<file path="config.mk">
export PLATFORM = sky130hd
export DESIGN_NAME = bcd_datetime_to_epoch_seconds
export DESIGN_NICKNAME = d
export VERILOG_FILES = /design/src/hw/rtl/bdte_pkg.sv /design/src/hw/rtl/bcd_datetime_to_epoch_seconds.sv
export SDC_FILE = /design/constraint.sdc
export NUM_CORES = 1
export LEC_CHECK = 0
export BUFFER_PORTS_ARGS = -buffer_cell sky130_fd_sc_hd__buf_2
export CORE_UTILIZATION = 35
export CTS_CLUSTER_DIAMETER = 50
export CTS_CLUSTER_SIZE = 14
export DETAILED_ROUTE_END_ITERATION = 10
export PLACE_DENSITY_LB_ADDON = 0.05
export SLEW_MARGIN = 20
export SYNTH_ARGS = -nofsm -noshare
export SYNTH_HDL_FRONTEND = slang
export SYNTH_SLANG_ARGS = --single-unit
</file>
<file path="constraint.sdc">
create_clock -name clock -period 5.1 [get_ports clock]
set_input_delay 0.51 -clock clock [delete_from_list [all_inputs] [get_ports clock]]
set_output_delay 0.51 -clock clock [all_outputs]
set_load 0.05 [all_outputs]
</file>
<file path="src/hw/rtl/bdte_pkg.sv">
package bdte_pkg;

   // calendar constants
   localparam logic [11:0] BASE_YEAR      = 12'd1970;
   localparam logic [4:0]  MONTH_SHIFT    = 5'd2;
   localparam logic [4:0]  MONTHS         = 5'd12;
   localparam logic [8:0]  DAYS_PER_YEAR  = 9'd365;
   localparam logic [8:0]  MONTH_FACTOR   = 9'd367;
   localparam logic [31:0] DAY_OFFSET     = 32'd719499;
   localparam logic [4:0]  HOURS_PER_DAY  = 5'd24;
   localparam logic [5:0]  SIXTY          = 6'd60;

   // floor(x / 100) for x below 4096 as (x * RECIP_100) >> RECIP_SHIFT
   localparam logic [10:0] RECIP_100      = 11'd1311;
   // floor(x / 3) for x below 65536 as (x * RECIP_3) >> RECIP_SHIFT
   localparam logic [15:0] RECIP_3        = 16'd43691;
   localparam int          RECIP_SHIFT    = 17;

   // number of register stages from input to result
   localparam int          NUM_STAGES     = 7;

   // two bcd digits to binary, a non-decimal nibble keeps its weight
   function automatic logic [7:0] bcd_pair_value(input logic [7:0] b);
      logic [7:0] hi_times_ten;
      hi_times_ten = {1'b0, b[7:4], 3'b000} + {3'b000, b[7:4], 1'b0};
      return hi_times_ten + {4'b0000, b[3:0]};
   endfunction

endpackage

</file>
<file path="src/hw/rtl/bcd_datetime_to_epoch_seconds.sv">
// Converts one BCD real-time-clock snapshot (seconds, minutes, hours, day, month and years
// since 1970, two BCD digits each) into seconds since 1970-01-01 00:00:00 of the Gregorian
// calendar, using the day-count formula with March as the first month of the year. The block
// takes one word per cycle when no result-side stall holds the pipeline, through a 7-stage
// pipeline (decode, reciprocal multiplies for the divisions by 100, 400 and 12, day sum,
// then scaling by 24, 60 and 60). Inputs are not range checked: non-decimal nibbles
// keep their binary weight and results outside 32 bits wrap modulo 2^32. A stall on the
// result side holds the pipeline in place, and empty stages still fill while it stalls.
module bcd_datetime_to_epoch_seconds (
   input  logic        clock,
   input  logic        reset,
   input  logic        req_valid,
   output logic        req_stall,
   input  logic [6:0]  req_sec_bcd,
   input  logic [6:0]  req_min_bcd,
   input  logic [5:0]  req_hour_bcd,
   input  logic [5:0]  req_day_bcd,
   input  logic [4:0]  req_month_bcd,
   input  logic [7:0]  req_year_bcd,
   output logic        rsp_valid,
   input  logic        rsp_stall,
   output logic [31:0] rsp_epoch_seconds
);
   import bdte_pkg::*;

   logic [NUM_STAGES-1:0] valid_ff, valid_in, load;

   // stage 1: bcd decode and month rotation
   logic [6:0]  s1_sec_ff, s1_min_ff;
   logic [5:0]  s1_hour_ff, s1_day_ff;
   logic [4:0]  s1_mon_ff;
   logic [11:0] s1_year_ff;
   logic [4:0]  dec_mon;
   logic [11:0] dec_year;

   // stage 2: year / 4, year / 100, 367 * month
   logic [6:0]  s2_sec_ff, s2_min_ff;
   logic [5:0]  s2_hour_ff, s2_day_ff;
   logic [11:0] s2_year_ff;
   logic [9:0]  s2_y4_ff;
   logic [4:0]  s2_y100_ff;
   logic [13:0] s2_m367_ff;
   logic [22:0] y100_prod;

   // stage 3: year / 400, month term, 365 * year, small partial sum
   logic [6:0]  s3_sec_ff, s3_min_ff;
   logic [5:0]  s3_hour_ff;
   logic [2:0]  s3_y400_ff;
   logic [9:0]  s3_mterm_ff;
   logic [19:0] s3_y365_ff;
   logic [9:0]  s3_part_ff;
   logic [20:0] y400_prod;
   logic [27:0] mterm_prod;

   // stage 4: day count
   logic [6:0]  s4_sec_ff, s4_min_ff;
   logic [5:0]  s4_hour_ff;
   logic [31:0] s4_days_ff;

   // stages 5 to 7: scaling to seconds
   logic [6:0]  s5_sec_ff, s5_min_ff;
   logic [31:0] s5_hours_ff;
   logic [6:0]  s6_sec_ff;
   logic [31:0] s6_mins_ff;
   logic [31:0] s7_total_ff;

   // a stage loads when it is empty or its word moves on
   always_comb begin
      load[NUM_STAGES-1] = !valid_ff[NUM_STAGES-1] || !rsp_stall;
      for (int k = NUM_STAGES - 2; k >= 0; k--) begin
         load[k] = !valid_ff[k] || load[k+1];
      end
      valid_in[0] = load[0] ? req_valid : valid_ff[0];
      for (int k = 1; k < NUM_STAGES; k++) begin
         valid_in[k] = load[k] ? valid_ff[k-1] : valid_ff[k];
      end
   end

   always_ff @(posedge clock) begin
      if (reset) begin
         valid_ff <= '0;
      end else begin
         valid_ff <= valid_in;
      end
   end

   assign req_stall         = !load[0];
   assign rsp_valid         = valid_ff[NUM_STAGES-1];
   assign rsp_epoch_seconds = s7_total_ff;

   // january and february belong to the previous year
   always_comb begin
      logic [4:0] mon_bin;
      logic [11:0] year_bin;
      mon_bin  = 5'(bcd_pair_value(8'(req_month_bcd)));
      year_bin = 12'(bcd_pair_value(req_year_bcd)) + BASE_YEAR;
      if (mon_bin <= MONTH_SHIFT) begin
         dec_mon  = mon_bin + MONTHS - MONTH_SHIFT;
         dec_year = year_bin - 12'd1;
      end else begin
         dec_mon  = mon_bin - MONTH_SHIFT;
         dec_year = year_bin;
      end
   end

   always_ff @(posedge clock) begin
      if (load[0]) begin
         s1_sec_ff  <= 7'(bcd_pair_value(8'(req_sec_bcd)));
         s1_min_ff  <= 7'(bcd_pair_value(8'(req_min_bcd)));
         s1_hour_ff <= 6'(bcd_pair_value(8'(req_hour_bcd)));
         s1_day_ff  <= 6'(bcd_pair_value(8'(req_day_bcd)));
         s1_mon_ff  <= dec_mon;
         s1_year_ff <= dec_year;
      end
   end

   assign y100_prod = 23'(s1_year_ff) * 23'(RECIP_100);

   always_ff @(posedge clock) begin
      if (load[1]) begin
         s2_sec_ff  <= s1_sec_ff;
         s2_min_ff  <= s1_min_ff;
         s2_hour_ff <= s1_hour_ff;
         s2_day_ff  <= s1_day_ff;
         s2_year_ff <= s1_year_ff;
         s2_y4_ff   <= s1_year_ff[11:2];
         s2_y100_ff <= 5'(y100_prod >> RECIP_SHIFT);
         s2_m367_ff <= 14'(s1_mon_ff) * 14'(MONTH_FACTOR);
      end
   end

   // year / 400 as (year / 4) / 100, month term as ((367 * month) / 4) / 3
   assign y400_prod  = 21'(s2_y4_ff) * 21'(RECIP_100);
   assign mterm_prod = 28'(s2_m367_ff[13:2]) * 28'(RECIP_3);

   always_ff @(posedge clock) begin
      if (load[2]) begin
         s3_sec_ff   <= s2_sec_ff;
         s3_min_ff   <= s2_min_ff;
         s3_hour_ff  <= s2_hour_ff;
         s3_y400_ff  <= 3'(y400_prod >> RECIP_SHIFT);
         s3_mterm_ff <= 10'(mterm_prod >> RECIP_SHIFT);
         s3_y365_ff  <= 20'(s2_year_ff) * 20'(DAYS_PER_YEAR);
         s3_part_ff  <= s2_y4_ff - 10'(s2_y100_ff) + 10'(s2_day_ff);
      end
   end

   always_ff @(posedge clock) begin
      if (load[3]) begin
         s4_sec_ff  <= s3_sec_ff;
         s4_min_ff  <= s3_min_ff;
         s4_hour_ff <= s3_hour_ff;
         s4_days_ff <= 32'(s3_y365_ff) + 32'(s3_part_ff) + 32'(s3_y400_ff)
                       + 32'(s3_mterm_ff) - DAY_OFFSET;
      end
   end

   // all scaling wraps modulo 2^32
   always_ff @(posedge clock) begin
      if (load[4]) begin
         s5_sec_ff   <= s4_sec_ff;
         s5_min_ff   <= s4_min_ff;
         s5_hours_ff <= s4_days_ff * 32'(HOURS_PER_DAY) + 32'(s4_hour_ff);
      end
      if (load[5]) begin
         s6_sec_ff  <= s5_sec_ff;
         s6_mins_ff <= s5_hours_ff * 32'(SIXTY) + 32'(s5_min_ff);
      end
      if (load[6]) begin
         s7_total_ff <= s6_mins_ff * 32'(SIXTY) + 32'(s6_sec_ff);
      end
   end

endmodule

</file>
Yosys cells after proc, flatten, opt, wreduce, memory -nomap -nowiden --
Cells that the tools add are included.
Cells by class: add/sub/neg operators 26, multiply operators 8, magnitude comparators 1, muxes and demuxes 2, reduce and logical (&&, ||, !) cells 16
Operator list (count):
- 32-bit by 7-bit adder with 32-bit output | 2
- 32-bit by 4-bit multiplier with 30-bit output (second input constant) | 2
- 32-bit by 6-bit adder with 32-bit output | 1
- 32-bit by 2-bit multiplier with 29-bit output (second input constant) | 1
- 12-bit by 16-bit multiplier with 27-bit output (second input constant) | 1
- 23-bit by 20-bit subtractor with 24-bit output (second input constant) | 1
- 22-bit by 10-bit adder with 23-bit output | 1
- 21-bit by 3-bit adder with 22-bit output | 1
- 12-bit by 11-bit multiplier with 22-bit output (second input constant) | 1
- 20-bit by 10-bit adder with 21-bit output | 1
- 10-bit by 11-bit multiplier with 20-bit output (second input constant) | 1
- 12-bit by 9-bit multiplier with 20-bit output (second input constant) | 1
- 6-bit by 4-bit adder with 7-bit output | 2
- 7-bit by 4-bit adder with 7-bit output | 2
- 5-bit by 9-bit multiplier with 14-bit output (second input constant) | 1
- 5-bit by 3-bit adder with 6-bit output | 2
- 6-bit by 4-bit adder with 6-bit output | 2
- 8-bit by 11-bit adder with 12-bit output (second input constant) | 1
- 12-bit 2-to-1 mux | 1
- 12-bit by 1-bit subtractor with 12-bit output (second input constant) | 1
- 10-bit by 6-bit adder with 10-bit output | 1
- 10-bit by 5-bit subtractor with 10-bit output | 1
- 5-bit by 2-bit subtractor with 5-bit output (second input constant) | 2
- 1-bit zero test | 9
- other kinds (8) | 14
Word-level totals: flip-flop bits (word level) 349, input bits 43, output and inout bits 34, word-level logic and storage cells 91

Longest topological paths before layout --
Gate-level depths: netlist of the first run.
word-level depth 9, gate-level depth with buffers 20

Worst setup path before layout of the first run --
Ideal clock, no wire load.
kind register to register, start point reg s2_m367_ff[10], end point reg s3_mterm_ff[9], data pin, library setup time 0.260 ns, data arrival time 5.104 ns, setup slack -0.263 ns, cell stages (with the launch flop) 21, buffers on the path 0, clock period less this slack 5.363 ns, cell sequence edfxtp_1 ha_1 inv_1 fa_1 inv_1 fa_1 fa_1 inv_1 fa_1 inv_1 ha_1 a21o_1 a21o_1 a21o_1 a21oi_1 nand2_1 o221ai_1 o211ai_1 o41ai_1 o21bai_1 xnor2_1
Between the ends: longest elaborated chain between the ends 1
RTL lines:
- start: declaration | RTL line bcd_datetime_to_epoch_seconds.sv:42 | logic [13:0] s2_m367_ff;
- start signal: assignment | RTL line bcd_datetime_to_epoch_seconds.sv:128 | s2_m367_ff <= 14'(s1_mon_ff) * 14'(MONTH_FACTOR);
- 12-bit by 16-bit multiplier with 27-bit output | RTL line bcd_datetime_to_epoch_seconds.sv:134 | assign mterm_prod = 28'(s2_m367_ff[13:2]) * 28'(RECIP_3);
- net mterm_prod[26] | RTL line bcd_datetime_to_epoch_seconds.sv:53 | logic [27:0] mterm_prod;
- end signal: assignment | RTL line bcd_datetime_to_epoch_seconds.sv:142 | s3_mterm_ff <= 10'(mterm_prod >> RECIP_SHIFT);
- end: declaration | RTL line bcd_datetime_to_epoch_seconds.sv:49 | logic [9:0] s3_mterm_ff;
The timed path passes the listed nets, and every way through them passes these cells. A chain may end at the register's enable or synchronous reset.

Worst setup path after layout of the first run --
start point reg s2_m367_ff[8], end point reg s3_mterm_ff[9], data pin
Same word-level chain as after synthesis.

==> run_results.csv, run 1 <==
group,metric,value,unit
setup_path,worstSetupStartpointType,"flip-flop",
timing,tightest_slew,0.972,ns
final_layout,n_antenna_cell,0,
logic_synthesis,seq_area_frac_synth,0.316,
run,cap_violations,0,
floorplan,fp.dieH,297,um
logic_synthesis,yosysWarnings,0,
setup_path,cp_cell_sequence,"ha_4, inv_2, fa_2, inv_4, fa_2, fa_1, inv_1, fa_1, inv_2, ha_4, a21o_1, a21o_1, a21o_1, a21oi_2, nand2_1, o221ai_2, o211ai_1, o41ai_2, o21bai_1, xnor2_1",
clock_tree,h-tree-depth,2,
placement,io_buffers,76,
detailed_routing,firstDrtPassIters,7,
final_layout,regArea,9630,um2
logic_synthesis,syn-num-nets,3554,
global_routing,grt_pass1_vias,21200,
global_routing,globalRouteMet1Util,0.152,
setup_path,cp_slowest_cell,"fa_2",
clock_tree,clkSlewWorstSetupHoldPaths,0.06,ns
hold_path,hold_path_class,"in -> reg",
outcome,status,"finished, violations left",
timing,min_period,5.14,ns
detailed_routing,via_count,19200,
logic_synthesis,yosys.area.top_type,"edfxtp_1",
final_layout,drive_above_1_share,0.111,
floorplan,coreArea,85700,um2
placement,gp_congestion,0.825,
detailed_routing,drcViolationCount,0,
timing,rsz0062_at_grt,"yes",
clock_tree,cts_tree,"built",
detailed_routing,avgRoutedWirePerCell,13.6,um
global_routing,busiest_layer,"met2",
global_routing,grt_max_degree,46,
timing,slew_violations,0,
timing,setup_violations,2,
logic_synthesis,yosysUniqueCellTypes,80,
logic_synthesis,syn_area,30500,um2
logic_synthesis,syn_area_per_cell,11.0,um2
logic_synthesis,synthTopCellsByArea,"edfxtp_1 31%, fa_1 19%, ha_1 19%",
detailed_routing,final_antenna_net_count,0,
timing,finalHoldViolCount,0,
floorplan,die_area,88300,um2
setup_path,arrival,5.48,ns
clock_tree,cts_sinks,323,
setup_path,endpoint_kind,"flip-flop",
detailed_routing,dr.first_iter.drc_count,455,
logic_synthesis,synth_edf_count,316,
detailed_routing,via_per_inst,4.59,
detailed_routing,wl,56.9,mm
final_layout,n_fill_cell,8302,
global_routing,grt_pass1_wl,98.8,mm
timing,relSlewSlack,0.352,
setup_path,worstPathRequired,5.44,ns
clock_tree,hold_buffers,0,
floorplan,die_x,297,um
clock_tree,clk_path_buf_depth,3,
setup_path,worstSetupPathType,"reg -> reg",
logic_synthesis,ys_dominant_reg_cell,"edfxtp_1",
timing,skew,0.0183,ns
outcome,violations,"negative setup slack",
setup_path,cpMostUsedCell,"a21o_1",
clock_tree,cts_root_buf,"clkbuf_16",
floorplan,io_pins,77,
logic_synthesis,ys_async_sr_fraction,0,
global_routing,grt_use_met2,0.256,
floorplan,rows,107,
timing,min_period_over_period,1.01,
global_routing,met3_usage,0.0190,
setup_path,slowest_delay,0.55,ns
final_layout,syn2layout_area_growth,14.8,%
timing,setup_ws,-0.0379,ns
clock_tree,clkLatencyLatePin,0.60,ns
timing,max_freq,0.195,GHz
floorplan,start_util,0.356,
clock_tree,cts_buffers,53,
final_layout,multiInputGateArea,18700,um2
logic_synthesis,ys_seq_elements,323,
timing,whs,0.0795,ns
setup_path,crit_fanout,4,
placement,dp_hpwl,48.3,mm
logic_synthesis,synth_cells,2761,
final_layout,nets,3783,
global_routing,grt_usage,0.134,
global_routing,grt_antenna_before_repair,0,
global_routing,grt_overflow_total,0,
logic_synthesis,yosys.area.top_type_share,0.311,
state kept, by name, indices dropped and copies added (netlist names), 10 cells and up:
| name | cells |
|---|---|
| s2_m367_ff | 12 |
| s3_part_ff | 10 |
| s4_days_ff | 24 |
| s2_year_ff | 12 |
| s1_year_ff | 12 |
| s6_mins_ff | 30 |
| s5_hours_ff | 28 |
| s3_mterm_ff | 10 |
| rsp_epoch_seconds | 32 |
| s3_y365_ff | 20 |
cells in the mapped netlist, drive strengths merged (5+ instances only):
cell	instances
nor2	113
nor3b	7
edfxtp	316
nor4	10
o21ai	66
or3	14
o21a	22
o21bai	20
a21boi	6
and3	13
and2	15
dfxtp	7
nor3	35
a21o	48
ha	461
a21oi	126
a211o	5
xor2	69
a211oi	17
nand2	78
fa	289
a31o	6
clkbuf	16
or2	8
nand2b	20
nand3	41
a31oi	12
o31ai	7
xnor2	168
o311ai	5
nor2b	22
nand4	17
and4	9
inv	600
o211ai	20
a221oi	6
routing by layer:
layer	up-vias	wire [um]	share of wire
met4	0	1610	0.028
met3	103	1480	0.026
met5	-	0	0
li1	9771	-	-
met1	9136	24000	0.42
met2	184	29800	0.52
layout by cell type, fill, tap and decap left out, types with 9 or more instances in the layout:
master	instances
nor2b_1	21
a21oi_1	124
nand2b_1	20
o21ai_0	63
buf_4	118
inv_1	596
xnor2_1	167
and4_1	9
edfxtp_1	316
buf_2	76
xor2_1	69
ha_1	455
and2_1	15
nor2_1	112
a31oi_1	11
nor3_1	34
a211oi_1	14
a21o_1	48
nand2_1	76
o21bai_1	20
nand4_1	16
and3_1	12
o211ai_1	19
fa_1	287
o21a_1	22
clkbuf_16	55
nand3_1	39
or3_1	14
critical path, delay by kind of cell, from the launching register on:
kind | cells | cell delay (ns)
adders and majority gates | 6 | 2.61
xor gates and xnor gates | 1 | 0.13
DFF | 1 | 0.44
buffers and inverters | 4 | 0.19
AOI/OAI and AO/OA | 8 | 1.45
and+or+nand+nor | 1 | 0.08
path summary, 6_finish.rpt:
| kind | depth (start not counted) | from | slack, ns | to |
|---|---|---|---|---|
| worst max-delay path | 20 | s2_m367_ff[8] | -0.04 | s3_mterm_ff[9] |
| worst max register to register | 20 | s2_m367_ff[8] | -0.04 | s3_mterm_ff[9] |
| worst min-delay path | 1 | req_sec_bcd[0] | 0.08 | s1_sec_ff[0] |
| worst min register to register | 0 | s3_min_ff[2] | 0.41 | s4_min_ff[2] |
metrics by stage:
stage	cells	instance area [um2]	TNS (ns)	worst slack [ns]	util
2_1_floorplan	2761	30500	0	0.0103	-
3_3_place_gp	4064	33000	-0.120	-0.0824	0.386
3_5_place_dp	4064	33000	-0.215	-0.115	0.386
4_1_cts	4168	34800	0	0.00735	0.407
5_1_grt	4178	35000	-0.777	-0.237	0.409
6_report	4178	35000	-0.0464	-0.0379	0.409
kinds of logic after synthesis:
logic type                 count (synthesis)  share of synthesized area
DFF                                      323                      0.316
AOI/OAI and AO/OA                        402                     0.0863
xor gates and xnor gates                 237                     0.0681
adders and majority gates                750                      0.379
buffers and inverters                    620                     0.0765
and+or+nand+nor                          426                     0.0736
muxes                                      3                    0.00103
repair_timing:
item,4_1_cts,5_1_grt
endpoints found under the hold margin,0,0
setup buffers,5,10
cloned,0,0
pin swaps,3,18
setup endpoints to repair,3,19
resized for setup,2,20
cell type report:
cell class,count,area share
Sequential cell,323,0.275
Multi-Input combinational cell,1818,0.533
Clock buffer,62,0.0401
Inverter,600,0.0644
Tap cell,1144,0.0409
Clock inverter,37,0.00994
Timing Repair Buffer,194,0.0362
Power of run 1 is not shown: default switching activity piles up to over one toggle a cycle in this logic, so the estimate is an artifact.
==> run 2: changes to the inputs <==
--- a/config.mk
+++ b/config.mk
@@ -11,7 +11,7 @@
 export CTS_CLUSTER_SIZE = 14
 export DETAILED_ROUTE_END_ITERATION = 10
 export PLACE_DENSITY_LB_ADDON = 0.05
-export SLEW_MARGIN = 20
+export RECOVER_POWER = 50
 export SYNTH_ARGS = -nofsm -noshare
 export SYNTH_HDL_FRONTEND = slang
 export SYNTH_SLANG_ARGS = --single-unit
==> run_results.csv, run 2 (synthesis gave the netlist of run 1 again) <==
group,metric,value,unit
setup_path,r2r_cells,20,
setup_path,worstPathRequired,5.44,ns
detailed_routing,via_count,19200,
timing,whs,0.0794,ns
floorplan,io_pins,77,
floorplan,coreArea,85700,um2
final_layout,final_cell_mix,"596 x inv_1, 455 x ha_1, 316 x edfxtp_1, 287 x fa_1, 167 x xnor2_1",
clock_tree,cts_buffers,53,
floorplan,rows,107,
detailed_routing,wl,57.0,mm
timing,setup_violations,2,
final_layout,drive_above_1_share,0.0920,
global_routing,grt_overflow_total,0,
detailed_routing,drcViolationCount,0,
final_layout,syn2layout_area_growth,14.4,%
run,cap_violations,4,
timing,min_period,5.14,ns
outcome,status,"finished, violations left",
clock_tree,clkLatencyLatePin,0.60,ns
hold_path,hold_path_class,"in -> reg",
timing,skew,0.0185,ns
timing,min_period_over_period,1.01,
final_layout,largest_reg_flops,32,
timing,slew_violations,159,
timing,tightest_slew,2.33,ns
global_routing,grt_pass1_wl,98.8,mm
setup_path,arrival,5.48,ns
timing,relSlewSlack,-0.550,
floorplan,die_area,88300,um2
placement,gp_congestion,0.825,
clock_tree,clkSlewWorstSetupHoldPaths,0.06,ns
clock_tree,cts_root_buf,"clkbuf_16",
global_routing,grt_pass1_vias,21200,
clock_tree,h-tree-depth,2,
floorplan,die_x,297,um
outcome,violations,"max-capacitance violations, max-slew violations, negative setup slack",
setup_path,worstSetupPathType,"reg -> reg",
timing,setup_ws,-0.0359,ns
timing,rsz0062_at_grt,"yes",
final_layout,nets,3783,
final_layout,n_antenna_cell,0,
clock_tree,cts_tree,"built",
global_routing,grt_antenna_before_repair,0,
floorplan,start_util,0.356,
timing,finalSetupTns,-0.0425,ns
placement,io_buffers,76,
hold_path,min_path_cells,1,
hold_path,min_from,"req_sec_bcd[0]",
timing,max_freq,0.195,GHz
clock_tree,clk_path_buf_depth,3,
setup_path,r2r-start,"s2_m367_ff[8]",
setup_path,r2r-end,"s3_mterm_ff[9]",
setup_path,crit_fanout,4,
setup_path,worstSetupStartpointType,"flip-flop",
detailed_routing,final_antenna_net_count,0,
final_layout,final_common_cell,"inv_1",
global_routing,grt_usage,0.134,
global_routing,grt_max_degree,46,
clock_tree,hold_buffers,0,
detailed_routing,firstDrtPassIters,4,
timing,finalHoldViolCount,0,
placement,dp_hpwl,48.3,mm
detailed_routing,avgRoutedWirePerCell,13.6,um
setup_path,endpoint_kind,"flip-flop",
floorplan,fp.dieH,297,um
setup_path,r2r_setup_slack,-0.04,ns
detailed_routing,dr.first_iter.drc_count,481,
detailed_routing,via_per_inst,4.60,
clock_tree,cts_sinks,323,
hold_path,worst_hold_path.endpoint,"s1_sec_ff[0]",
[run 2: changes by cell type in the layout (fill, tap and decap cells not counted)]
cell      previous run  this run
buf_2               76        33
buf_4              118       104
clkbuf_1             7        64
nand2_1             76        77
nand2_2              2         1
[run 2: stage by stage]
step                area, um2  utilization  setup WS, ns  cells
floorplan               30500            -        0.0103   2761
global placement        33000        0.386       -0.0824   4064
detailed placement      33000        0.386        -0.115   4064
CTS                     34800        0.407       0.00735   4168
global route            34900        0.407        -0.237   4178
finish                  34900        0.407       -0.0359   4178
[run 2: how the worst max path moves through the flow]
stage                   start             end  cells after the start
2_1_floorplan  s2_m367_ff[10]  s3_mterm_ff[9]                     20
3_3_place_gp   s2_m367_ff[10]  s3_mterm_ff[9]                     20
3_5_place_dp    s2_m367_ff[8]  s3_mterm_ff[9]                     20
4_1_cts         s2_m367_ff[8]  s3_mterm_ff[9]                     18
5_1_grt         s2_m367_ff[8]  s3_mterm_ff[9]                     20
6_report        s2_m367_ff[8]  s3_mterm_ff[9]                     20
[run 2: worst max-delay path, stage by stage, from the launching register on]
cell	delay [ns]
edfxtp_1	0.43
ha_4	0.31
inv_2	0.04
fa_2	0.55
inv_4	0.05
fa_2	0.51
fa_1	0.52
inv_1	0.05
fa_1	0.50
inv_2	0.05
ha_4	0.22
a21o_1	0.15
a21o_1	0.17
a21o_1	0.16
a21oi_2	0.17
nand2_1	0.08
o221ai_2	0.17
o211ai_1	0.17
o41ai_2	0.35
o21bai_1	0.11
xnor2_1	0.13
[run 2: area by class of cell]
cell class	count	area [um2]
Clock buffer	62	1400
Clock inverter	37	348
Fill cell	8344	50800
Inverter	600	2250
Multi-Input combinational cell	1818	18700
Sequential cell	323	9630
Tap cell	1144	1430
Timing Repair Buffer	194	1160
[run 2: per-layer routing]
metal,vias up,share of wire,track usage
li1,9773,-,-
met1,9152,0.42,0.152
met2,186,0.53,0.256
met3,100,0.026,0.0190
met4,0,0.028,0.0448
met5,-,0,0
[run 2: what timing repair did]
| item | in CTS | in global routing |
|---|---|---|
| resized for setup | 2 | 20 |
| endpoints found under the setup margin | 3 | 19 |
| setup buffers | 5 | 10 |
| pin swaps | 3 | 18 |
Power of run 2 is left out for the same reason.
==> run 3: changes to the inputs <==
--- a/config.mk
+++ b/config.mk
@@ -6,6 +6,7 @@
 export NUM_CORES = 1
 export LEC_CHECK = 0
 export BUFFER_PORTS_ARGS = -buffer_cell sky130_fd_sc_hd__buf_2
+export CORE_ASPECT_RATIO = 1.5
 export CORE_UTILIZATION = 35
 export CTS_CLUSTER_DIAMETER = 50
 export CTS_CLUSTER_SIZE = 14
==> run_results.csv, run 3 (synthesis gave the netlist of run 1 again) <==
group,metric,value,unit
setup_path,r2r_setup_slack,0.05,ns
timing,min_period,5.05,ns
setup_path,cpLargestDelayFamily,"adder cells",
clock_tree,clkLatencyLatePin,0.61,ns
final_layout,syn2layout_area_growth,14.5,%
timing,skew,0.0286,ns
clock_tree,cts_tree,"built",
detailed_routing,avgRoutedWirePerCell,14.4,um
placement,dpl_cell_area,33100,um2
clock_tree,h-tree-depth,2,
detailed_routing,drcViolationCount,0,
setup_path,endpoint_kind,"flip-flop",
hold_path,hold_path_class,"in -> reg",
clock_tree,cts_root_buf,"clkbuf_16",
detailed_routing,firstDrtPassIters,4,
final_layout,drive_above_1_share,0.0988,
hold_path,min_from,"req_min_bcd[0]",
setup_path,arrival,5.40,ns
final_layout,final_cell_area,34900,um2
global_routing,grt_usage,0.142,
timing,relSlewSlack,-0.551,
placement,io_buffers,76,
detailed_routing,via_per_inst,4.67,
clock_tree,cts_sinks,323,
hold_path,worst_hold_path.endpoint,"s1_min_ff[0]",
run,cap_violations,4,
global_routing,grt_pass1_wl,101,mm
clock_tree,hold_buffers,0,
clock_tree,cts_buffers,46,
clock_tree,clk_path_buf_depth,3,
setup_path,cp_cell_sequence,"ha_4, inv_2, fa_2, inv_2, fa_2, fa_1, inv_1, fa_1, inv_2, ha_4, a21o_1, a21o_1, a21o_1, a21oi_2, nand2_1, o221ai_2, o211ai_1, o41ai_2, o21bai_1, xnor2_1",
clock_tree,clkSlewWorstSetupHoldPaths,0.07,ns
global_routing,grt_antenna_before_repair,1,
hold_path,min_path_cells,1,
floorplan,fp.dieH,364,um
setup_path,cp_slowest_cell,"fa_2",
setup_path,slowest_delay,0.52,ns
outcome,status,"finished, violations left",
floorplan,coreArea,86400,um2
placement,gp_congestion,0.816,
setup_path,r2r-end,"s3_mterm_ff[9]",
setup_path,r2r-start,"s2_m367_ff[8]",
global_routing,grt_pass1_vias,21600,
setup_path,r2r_cells,20,
setup_path,worstSetupPathType,"reg -> reg",
detailed_routing,via_count,19500,
setup_path,worstSetupStartpointType,"flip-flop",
floorplan,die_area,88300,um2
final_layout,nets,3790,
timing,setup_violations,0,
floorplan,start_util,0.353,
global_routing,grt_max_degree,57,
global_routing,grt_overflow_total,0,
detailed_routing,wl,60.3,mm
setup_path,crit_fanout,3,
detailed_routing,final_antenna_net_count,0,
timing,finalSetupTns,0,ns
timing,rsz0062_at_grt,"yes",
setup_path,worstPathRequired,5.45,ns
floorplan,die_x,243,um
setup_path,critPathBufInv,4,
final_layout,largest_reg_flops,32,
timing,min_period_over_period,0.990,
detailed_routing,dr.first_iter.drc_count,366,
final_layout,final_common_cell,"inv_1",
placement,dp_hpwl,51.4,mm
outcome,violations,"max-capacitance violations, max-slew violations",
final_layout,final_cell_mix,"592 x inv_1, 450 x ha_1, 316 x edfxtp_1, 287 x fa_1, 167 x xnor2_1",
floorplan,io_pins,77,
timing,slew_violations,159,
timing,finalHoldViolCount,0,
floorplan,rows,132,
timing,tightest_slew,2.33,ns
timing,max_freq,0.198,GHz
[run 3: stage by stage]
| stage | worst slack, ns | hold slack (ns) | std cells | utilization |
|---|---|---|---|---|
| detailed placement | -0.154 | 0.405 | 4073 | 0.384 |
| global route | -0.183 | 0.0282 | 4175 | 0.404 |
| finish | 0.0533 | 0.0746 | 4175 | 0.404 |
| floorplan | 0.0103 | 0.400 | 2761 | - |
| CTS | 0.00140 | 0.0175 | 4166 | 0.403 |
| global placement | -0.0629 | 0.401 | 4073 | 0.384 |
[run 3: worst max-delay path by stage]
| stage | endpoint | cells after the start | slack, ns | startpoint |
|---|---|---|---|---|
| after floorplan | s3_mterm_ff[9] | 20 | 0.01 | s2_m367_ff[10] |
| after global placement | s3_mterm_ff[9] | 20 | -0.06 | s2_m367_ff[10] |
| after detailed placement | s3_mterm_ff[9] | 20 | -0.15 | s2_m367_ff[10] |
| after CTS | s3_mterm_ff[9] | 20 | 0.001 | s2_m367_ff[8] |
| after global routing | s3_mterm_ff[9] | 20 | -0.18 | s2_m367_ff[10] |
| final | s3_mterm_ff[9] | 20 | 0.05 | s2_m367_ff[8] |
[run 3: what timing repair did]
| action | in CTS | in global routing |
|---|---|---|
| setup endpoints to repair | 5 | 23 |
| pin swaps | 13 | 25 |
| gates resized for setup | 8 | 36 |
| gates cloned | 0 | 0 |
| buffers inserted | 7 | 8 |
[run 3: layout make-up]
cell class / count / area, um2
Multi-Input combinational cell: 1818 / 18800
Antenna cell: 1 / 2.50
Tap cell: 1139 / 1430
Clock buffer: 52 / 1170
Timing Repair Buffer: 208 / 1270
Inverter: 600 / 2250
Fill cell: 8431 / 51500
Clock inverter: 34 / 408
Sequential cell: 323 / 9630
[run 3: layer usage]
layer / GRT usage / part of all wire / vias up
met5: 0 / 0 / -
met4: 0.0570 / 0.039 / 0
met3: 0.0185 / 0.021 / 113
met2: 0.315 / 0.61 / 185
met1: 0.119 / 0.33 / 9432
li1: - / - / 9772
Power of run 3 is left out for the same reason.
